## config.mk

```make
export PLATFORM = sky130hd
export DESIGN_NAME = keyed_policy_table_top
export DESIGN_NICKNAME = d
export VERILOG_FILES = /design/src/hdl/kpt_pkg.sv /design/src/hdl/kpt_ram.sv /design/src/hdl/keyed_policy_table_top.sv
export SDC_FILE = /design/constraint.sdc
export NUM_CORES = 2
export LEC_CHECK = 0
export ABC_CLOCK_PERIOD_IN_PS = 18030
export BUFFER_PORTS_ARGS = -buffer_cell sky130_fd_sc_hd__buf_4
export CAP_MARGIN = 15
export CORE_ASPECT_RATIO = 1.25
export CORE_MARGIN = 8
export CORE_UTILIZATION = 45
export CTS_CLUSTER_SIZE = 14
export DETAILED_ROUTE_END_ITERATION = 10
export PLACE_DENSITY = 0.57
export SYNTH_ARGS = -nofsm -noshare
export SYNTH_HDL_FRONTEND = slang
export SYNTH_SLANG_ARGS = --single-unit
```

## constraint.sdc

```tcl
create_clock -name i_clk -period 18.03 [get_ports i_clk]
set_input_delay 5.409 -clock i_clk [delete_from_list [all_inputs] [get_ports i_clk]]
set_output_delay 5.409 -clock i_clk [all_outputs]
set_load 0.01 [all_outputs]
```

## src/hdl/kpt_pkg.sv

```systemverilog
// shared types and constants for the keyed policy table
// no dependencies; imported by keyed_policy_table_top
package kpt_pkg;

    localparam int SUBJ_W             = 32;
    localparam int DATA_W             = 64;
    localparam int DEF_TABLE_ENTRIES  = 32;
    localparam int DEF_POLICY_BITS    = 64;

    typedef enum logic [1:0] {
        ACT_APPLY   = 2'd0,
        ACT_RELEASE = 2'd1,
        ACT_GET     = 2'd2
    } t_action;

    typedef enum logic [1:0] {
        STAT_OK       = 2'd0,
        STAT_INVALID  = 2'd1,
        STAT_NOSPACE  = 2'd2,
        STAT_NOTFOUND = 2'd3
    } t_status;

    typedef enum logic [1:0] {
        S_IDLE,
        S_SCAN,
        S_ACT,
        S_RESP
    } t_state;

endpackage

```

## src/hdl/kpt_ram.sv

```systemverilog
// generic single-write, single-read ram with registered read data
// no dependencies; used by keyed_policy_table_top for the entry store
module kpt_ram #(
    parameter int WIDTH = 8,
    parameter int DEPTH = 32,
    localparam int AW   = (DEPTH > 1) ? $clog2(DEPTH) : 1
) (
    input  logic             i_clk,
    input  logic             i_we,
    input  logic [AW-1:0]    i_waddr,
    input  logic [WIDTH-1:0] i_wdata,
    input  logic [AW-1:0]    i_raddr,
    output logic [WIDTH-1:0] o_rdata
);

    logic [WIDTH-1:0] r_mem [DEPTH];
    logic [WIDTH-1:0] r_rdata;

    always_ff @(posedge i_clk) begin
        if (i_we) begin
            r_mem[i_waddr] <= i_wdata;
        end
        r_rdata <= r_mem[i_raddr];
    end

    assign o_rdata = r_rdata;

endmodule

```

## src/hdl/keyed_policy_table_top.sv

```systemverilog
// keyed policy table: a request that reaches the table is scanned through the entry ram
// (one read per cycle through the entry ram port, one compare a cycle); a match at entry k
// ends the scan early; an invalid request skips the scan and goes straight to the result.
// one request at a time: new requests stall until the result is taken.
// synchronous active-low reset clears all entry valid bits and the sequencer at once; the entry
// ram is not cleared, a never-written entry is masked by its valid bit. depends on kpt_pkg, kpt_ram
module keyed_policy_table_top #(
    parameter int TABLE_ENTRIES = kpt_pkg::DEF_TABLE_ENTRIES,
    parameter int POLICY_BITS   = kpt_pkg::DEF_POLICY_BITS
) (
    input  logic                       i_clk,
    input  logic                       i_rst_n,
    // request channel
    input  logic                       i_valid,
    output logic                       o_stall,
    input  logic [1:0]                 i_action,
    input  logic [kpt_pkg::SUBJ_W-1:0] i_subject,
    input  logic [kpt_pkg::DATA_W-1:0] i_policy_data,
    input  logic                       i_policy_named,
    // result channel
    output logic                       o_valid,
    input  logic                       i_stall,
    output logic [1:0]                 o_status,
    output logic [kpt_pkg::DATA_W-1:0] o_policy_out
);

    import kpt_pkg::*;

    localparam int IDX_W = (TABLE_ENTRIES > 1) ? $clog2(TABLE_ENTRIES) : 1;
    localparam int ENT_W = SUBJ_W + POLICY_BITS;
    localparam logic [IDX_W-1:0] LAST_IDX = IDX_W'(TABLE_ENTRIES - 1);

    // sequencer and request registers
    t_state                  r_state, n_state;
    logic [1:0]              r_action, n_action;
    logic [SUBJ_W-1:0]       r_subject, n_subject;
    logic [POLICY_BITS-1:0]  r_data, n_data;

    // scan pipeline: read issue stage and compare stage
    logic [IDX_W-1:0]        r_addr, n_addr;
    logic                    r_issue_more, n_issue_more;
    logic                    r_cmp_vld, n_cmp_vld;
    logic [IDX_W-1:0]        r_cmp_idx, n_cmp_idx;

    // scan findings
    logic                    r_found, n_found;
    logic [IDX_W-1:0]        r_hit_idx, n_hit_idx;
    logic [POLICY_BITS-1:0]  r_hit_pol, n_hit_pol;
    logic                    r_free_found, n_free_found;
    logic [IDX_W-1:0]        r_free_idx, n_free_idx;

    // entry valid bits, cleared by reset
    logic [TABLE_ENTRIES-1:0] r_valid, n_valid;

    // result register
    t_status                 r_status, n_status;
    logic [POLICY_BITS-1:0]  r_pol, n_pol;

    // ram side
    logic                    ram_we;
    logic [IDX_W-1:0]        ram_waddr;
    logic [ENT_W-1:0]        ram_wdata;
    logic [ENT_W-1:0]        ram_rdata;
    logic [SUBJ_W-1:0]       rd_subject;
    logic [POLICY_BITS-1:0]  rd_policy;

    logic                    in_accept;
    logic                    req_invalid;
    logic                    cmp_hit;
    logic                    cmp_last;

    assign in_accept = i_valid && !o_stall;

    // zero subject, unused action code, or apply without a name
    assign req_invalid = (i_subject == '0)
                      || ((i_action != ACT_APPLY) && (i_action != ACT_RELEASE)
                          && (i_action != ACT_GET))
                      || ((i_action == ACT_APPLY) && !i_policy_named);

    assign rd_subject = ram_rdata[POLICY_BITS +: SUBJ_W];
    assign rd_policy  = ram_rdata[POLICY_BITS-1:0];

    // the shared compare: one entry per cycle, first valid match wins
    assign cmp_hit  = r_cmp_vld && r_valid[r_cmp_idx] && (rd_subject == r_subject);
    assign cmp_last = r_cmp_vld && (r_cmp_idx == LAST_IDX);

    kpt_ram #(
        .WIDTH (ENT_W),
        .DEPTH (TABLE_ENTRIES)
    ) u_entry_ram (
        .i_clk   (i_clk),
        .i_we    (ram_we),
        .i_waddr (ram_waddr),
        .i_wdata (ram_wdata),
        .i_raddr (r_addr),
        .o_rdata (ram_rdata)
    );

    // next state
    always_comb begin
        n_state = r_state;
        case (r_state)
            S_IDLE: begin
                if (in_accept) begin
                    n_state = req_invalid ? S_RESP : S_SCAN;
                end
            end
            S_SCAN: begin
                if (cmp_hit || cmp_last) begin
                    n_state = S_ACT;
                end
            end
            S_ACT: begin
                n_state = S_RESP;
            end
            S_RESP: begin
                if (!i_stall) begin
                    n_state = S_IDLE;
                end
            end
            default: begin
                n_state = S_IDLE;
            end
        endcase
    end

    // datapath and outputs
    always_comb begin
        n_action     = r_action;
        n_subject    = r_subject;
        n_data       = r_data;
        n_addr       = r_addr;
        n_issue_more = r_issue_more;
        n_cmp_vld    = 1'b0;
        n_cmp_idx    = r_cmp_idx;
        n_found      = r_found;
        n_hit_idx    = r_hit_idx;
        n_hit_pol    = r_hit_pol;
        n_free_found = r_free_found;
        n_free_idx   = r_free_idx;
        n_valid      = r_valid;
        n_status     = r_status;
        n_pol        = r_pol;
        ram_we       = 1'b0;
        ram_waddr    = r_hit_idx;
        ram_wdata    = {r_subject, r_data};
        o_stall      = (r_state != S_IDLE);
        o_valid      = (r_state == S_RESP);

        case (r_state)
            S_IDLE: begin
                if (in_accept) begin
                    n_action     = i_action;
                    n_subject    = i_subject;
                    n_data       = i_policy_data[POLICY_BITS-1:0];
                    n_addr       = '0;
                    n_issue_more = 1'b1;
                    n_found      = 1'b0;
                    n_free_found = 1'b0;
                    n_status     = STAT_INVALID;
                    n_pol        = '0;
                end
            end
            S_SCAN: begin
                // issue stage
                if (r_issue_more) begin
                    n_cmp_vld = 1'b1;
                    n_cmp_idx = r_addr;
                    if (r_addr == LAST_IDX) begin
                        n_issue_more = 1'b0;
                    end else begin
                        n_addr = r_addr + 1'b1;
                    end
                end
                // compare stage
                if (cmp_hit) begin
                    n_found   = 1'b1;
                    n_hit_idx = r_cmp_idx;
                    n_hit_pol = rd_policy;
                    n_cmp_vld = 1'b0;
                end else if (r_cmp_vld && !r_valid[r_cmp_idx] && !r_free_found) begin
                    n_free_found = 1'b1;
                    n_free_idx   = r_cmp_idx;
                end
                if (cmp_last) begin
                    n_cmp_vld = 1'b0;
                end
            end
            S_ACT: begin
                n_pol = '0;
                case (r_action)
                    ACT_APPLY: begin
                        if (r_found || r_free_found) begin
                            ram_we    = 1'b1;
                            ram_waddr = r_found ? r_hit_idx : r_free_idx;
                            n_valid[ram_waddr] = 1'b1;
                            n_status  = STAT_OK;
                        end else begin
                            n_status  = STAT_NOSPACE;
                        end
                    end
                    ACT_RELEASE: begin
                        if (r_found) begin
                            n_valid[r_hit_idx] = 1'b0;
                            n_status = STAT_OK;
                        end else begin
                            n_status = STAT_NOTFOUND;
                        end
                    end
                    ACT_GET: begin
                        if (r_found) begin
                            n_pol    = r_hit_pol;
                            n_status = STAT_OK;
                        end else begin
                            n_status = STAT_NOTFOUND;
                        end
                    end
                    default: begin
                        n_status = STAT_INVALID;
                    end
                endcase
            end
            S_RESP: begin
                // result held until taken
            end
            default: begin
                n_status = STAT_INVALID;
            end
        endcase
    end

    // control state
    always_ff @(posedge i_clk) begin
        if (!i_rst_n) begin
            r_state   <= S_IDLE;
            r_valid   <= '0;
            r_cmp_vld <= 1'b0;
        end else begin
            r_state   <= n_state;
            r_valid   <= n_valid;
            r_cmp_vld <= n_cmp_vld;
        end
    end

    // payload and scan registers
    always_ff @(posedge i_clk) begin
        r_action     <= n_action;
        r_subject    <= n_subject;
        r_data       <= n_data;
        r_addr       <= n_addr;
        r_issue_more <= n_issue_more;
        r_cmp_idx    <= n_cmp_idx;
        r_found      <= n_found;
        r_hit_idx    <= n_hit_idx;
        r_hit_pol    <= n_hit_pol;
        r_free_found <= n_free_found;
        r_free_idx   <= n_free_idx;
        r_status     <= n_status;
        r_pol        <= n_pol;
    end

    assign o_status     = r_status;
    assign o_policy_out = DATA_W'(r_pol);

    // a pending result blocks new requests
    a_resp_blocks_req: assert property (@(posedge i_clk) disable iff (!i_rst_n)
        o_valid |-> o_stall)
        else $error("request accepted while result pending");

    // policy word only carried by a successful result
    a_pol_zero_on_fail: assert property (@(posedge i_clk) disable iff (!i_rst_n)
        (o_valid && (o_status != STAT_OK)) |-> (o_policy_out == '0))
        else $error("nonzero policy on failed result");

    // an apply write marks its entry valid
    a_write_sets_valid: assert property (@(posedge i_clk) disable iff (!i_rst_n)
        ram_we |=> r_valid[$past(ram_waddr)])
        else $error("written entry not valid");

    // scan always ends in the action step
    a_scan_to_act: assert property (@(posedge i_clk) disable iff (!i_rst_n)
        ((r_state == S_SCAN) && (cmp_hit || cmp_last)) |=> (r_state == S_ACT))
        else $error("scan did not finish into action step");

endmodule
```

==> results.py <==
metrics = {
    "hold_path": {
        "hp-class": "register to register",
        "whs_endpoint": "r_hit_pol[14]",
        "min_from": "u_entry_ram.o_rdata[14]",
        "holdPathStages": 0,
    },
    "placement": {
        "dp_hpwl_um": 152000,
        "portBuffers": 170,
        "place_congestion": 0.737,
    },
    "worst_setup_path": {
        "worstPathArrival_ns": 2.01,
        "ff2ff_path_depth": 8,
        "reg2reg_from": "r_addr[0]",
        "crit_slowest_cell": "dfxtp_1",
        "path_class": "register to output port",
        "cp.buffers_inverters": 3,
        "rr_endpoint": "u_entry_ram.o_rdata[33]",
        "cpMostUsedCell": "inv_1",
        "path_cells": "inv_1, ha_1, inv_1, buf_4",
        "path_delay_family": "buffers and inverters",
        "critPathMaxFanout": 5,
        "slowest_delay_ns": 0.39,
        "required_ns": 12.62,
        "start_kind": "register",
        "r2r_slack_ns": 12.48,
        "cp-end-kind": "output port",
    },
    "pwr": {
        "power.total_mw": 21.5,
        "p_leak_nw": 45.3,
        "ir_drop_mv": 0.118,
        "power_density_mw_per_mm2": 147,
    },
    "logic_synthesis": {
        "synth_edf_count": 3323,
        "syn-num-nets": 5296,
        "ys.flop_type": "edfxtp_1",
        "yosysSeqAreaShare_pct": 79.5,
        "ys_types": 46,
        "synth_seq_cells": 3454,
        "netlist_instances": 5183,
        "synthArstFlopShare_pct": 0,
        "ys_warn_count": 0,
        "postSynthAreaPerCell_um2": 24.9,
        "synthesis.area_mm2": 0.129,
    },
    "drt": {
        "drt_pass1_iterations": 6,
        "drt_iter0_markers": 6735,
        "vias": 57559,
        "wl_per_cell_um": 33.3,
        "ant_nets": 0,
        "route.detailed.drc": 0,
        "routed_wl_um": 321000,
        "viasPerCell": 5.97,
    },
    "cts": {
        "cts_setup_buffers": 0,
        "clk-insertion-delay-late_ns": 0.89,
        "cts_resized": 0,
        "numCtsBuffers": 345,
        "numClockSinks": 3454,
        "clk_path_buf_depth": 4,
        "holdBufCountCts": 0,
        "cts_tree": "done",
        "root_buffer": "clkbuf_16",
        "clkSlewWorstSetupHoldPaths_ns": 0.06,
        "htreeDepth": 5,
    },
    "floorplan": {
        "io_pins": 171,
        "die_width_um": 495,
        "die_area_mm2": 0.304,
        "core-area_mm2": 0.285,
        "start_util_pct": 45.3,
        "row_count": 219,
        "die_y_um": 614,
    },
    "timing": {
        "fmax_mhz": 135,
        "maxSlewHeadroom_pct": 11.8,
        "min_period_ns": 7.42,
        "rsz0062_at_grt": "false",
        "worstMarginPinSlew_ns": 1.31,
        "fin_crit_sh_pct": 41.1,
        "fin_skew_ns": 0.0499,
        "tns_ns": 0,
        "drv_slew": 0,
        "hold_viol_final": 0,
        "setup_violations": 0,
    },
    "grt": {
        "grt_overflow": 0,
        "grt_max_degree": 145,
        "grt_pass1_wl_um": 455000,
        "grt_pass1_vias": 60679,
        "antenna_found_initial": 16,
        "grt_usage_pct": 20.8,
    },
    "final_layout": {
        "final_layout_size_suffix_gt1_share_pct": 32.5,
        "area_delta_synth_final_pct": 13.7,
        "finalCoreUtilization_pct": 51.4,
        "nNetsFinal": 5717,
        "fillerInstances": 21771,
    },
    "status": {
        "outcome": "finished clean",
    },
    "flow_run": {
        "maxCapViolCount": 0,
    },
}
## cells in the mapped netlist (all sizes together) (3+ instances only)
cell type     n  area [µm²]
a21boi       30         225
a21oi         8        40.0
a32oi         4        35.0
and2         68         425
and3          4        25.0
buf         110         569
clkbuf      142         533
dfxtp       131        2620
edfxtp     3323       99800
ha           10         125
inv          13        48.8
mux2        101        1140
mux2i        17         170
mux4        963       21700
nand2        57         214
nand3        12        60.1
nand4        10        62.6
nor2         59         221
nor2b         8        50.1
nor3          8        40.0
nor4         11        68.8
o211ai        3        22.5
o21ai        29         145
o31ai         4        30.0
o41ai         4        35.0
xnor2        32         280
## layout by cell type (no fill, tap or decap), types with 6 or more instances in the layout
master	instances
nor4_1	10
nand2_1	57
mux2_2	101
nor2_4	32
nor2b_1	8
edfxtp_1	3323
nor3_1	7
dfxtp_1	131
clkinv_1	48
buf_12	22
clkbuf_16	352
mux2i_1	17
inv_1	13
clkbuf_1	93
clkinvlp_4	6
nand3_1	12
clkbuf_8	23
a21boi_0	30
ha_1	10
xnor2_1	32
inv_6	13
nor2_1	27
and2_1	67
o21ai_0	29
mux4_2	963
a21oi_1	8
clkinv_2	58
buf_4	299
nand4_1	10
bufinv_16	26
## layout make-up
class	count	area [µm²]	area share (%)
multi-input combinational	1464	25500	17.4
antenna	2	5.00	0.00342
clock inverter	156	1490	1.02
timing repair buffer	326	2800	1.91
clock buffer	468	9470	6.47
tap	3757	4700	3.21
sequential	3454	102000	69.9
inverter	13	48.8	0.0333
## worst max path at each step
stage                 start              end  depth (start not counted)
6_report         r_state[0]          o_stall                          4
3_5_place_dp   i_subject[6]       r_state[1]                          6
3_3_place_gp   i_subject[6]       r_state[1]                          6
2_1_floorplan       i_valid  o_policy_out[0]                          2
5_1_grt          r_state[0]          o_stall                          4
4_1_cts          r_state[0]          o_stall                          4
## registers in the layout (all words and copies together), names as in the netlist, 2 cells and up
register             flops
o_policy_out            64
o_status                 2
r_action                 2
r_addr                   5
r_cmp_idx                5
r_data                  64
r_free_idx               5
r_hit_idx                5
r_hit_pol               64
r_state                  2
r_subject               32
r_valid                 32
u_entry_ram.o_rdata     96
u_entry_ram.r_mem     3072
## cells by family after synthesis
| group | Yosys count | share of synthesized area [%] |
|---|---|---|
| xor+xnor | 33 | 0.224 |
| mux | 1081 | 17.8 |
| simple gates | 248 | 0.970 |
| buf+inv | 265 | 0.894 |
| fa+ha+maj | 10 | 0.0971 |
| flops | 3454 | 79.5 |
| compound gates | 92 | 0.475 |
## per-layer routing
metal | share of wire [%] | vias up | GRT usage, %
li1 | - | 23135 | -
met1 | 43 | 31961 | 30.1
met2 | 49 | 2073 | 34.5
met4 | 1.7 | 0 | 3.95
met3 | 6.2 | 390 | 2.89
met5 | 0 | - | 0
## power by group
group          leakage, nW  internal (mW)  switching [mW]
combinational         8.84           2.38            2.25
clock                 5.38           4.06            2.99
sequential            31.1           9.48           0.379
total                 45.3           15.9            5.61
## metrics by stage
step / hold WS, ns / setup slack (ns) / instance area [µm²] / cells
global placement: 0.390 / 9.82 / 135000 / 9006
floorplan: 0.386 / 8.45 / 129000 / 5183
detailed placement: 0.389 / 9.81 / 135000 / 9007
finish: 0.403 / 10.61 / 146000 / 9640
CTS: 0.402 / 10.56 / 146000 / 9631
global route: 0.407 / 10.51 / 146000 / 9640
Note: power is estimated with default switching activity, not from simulation.
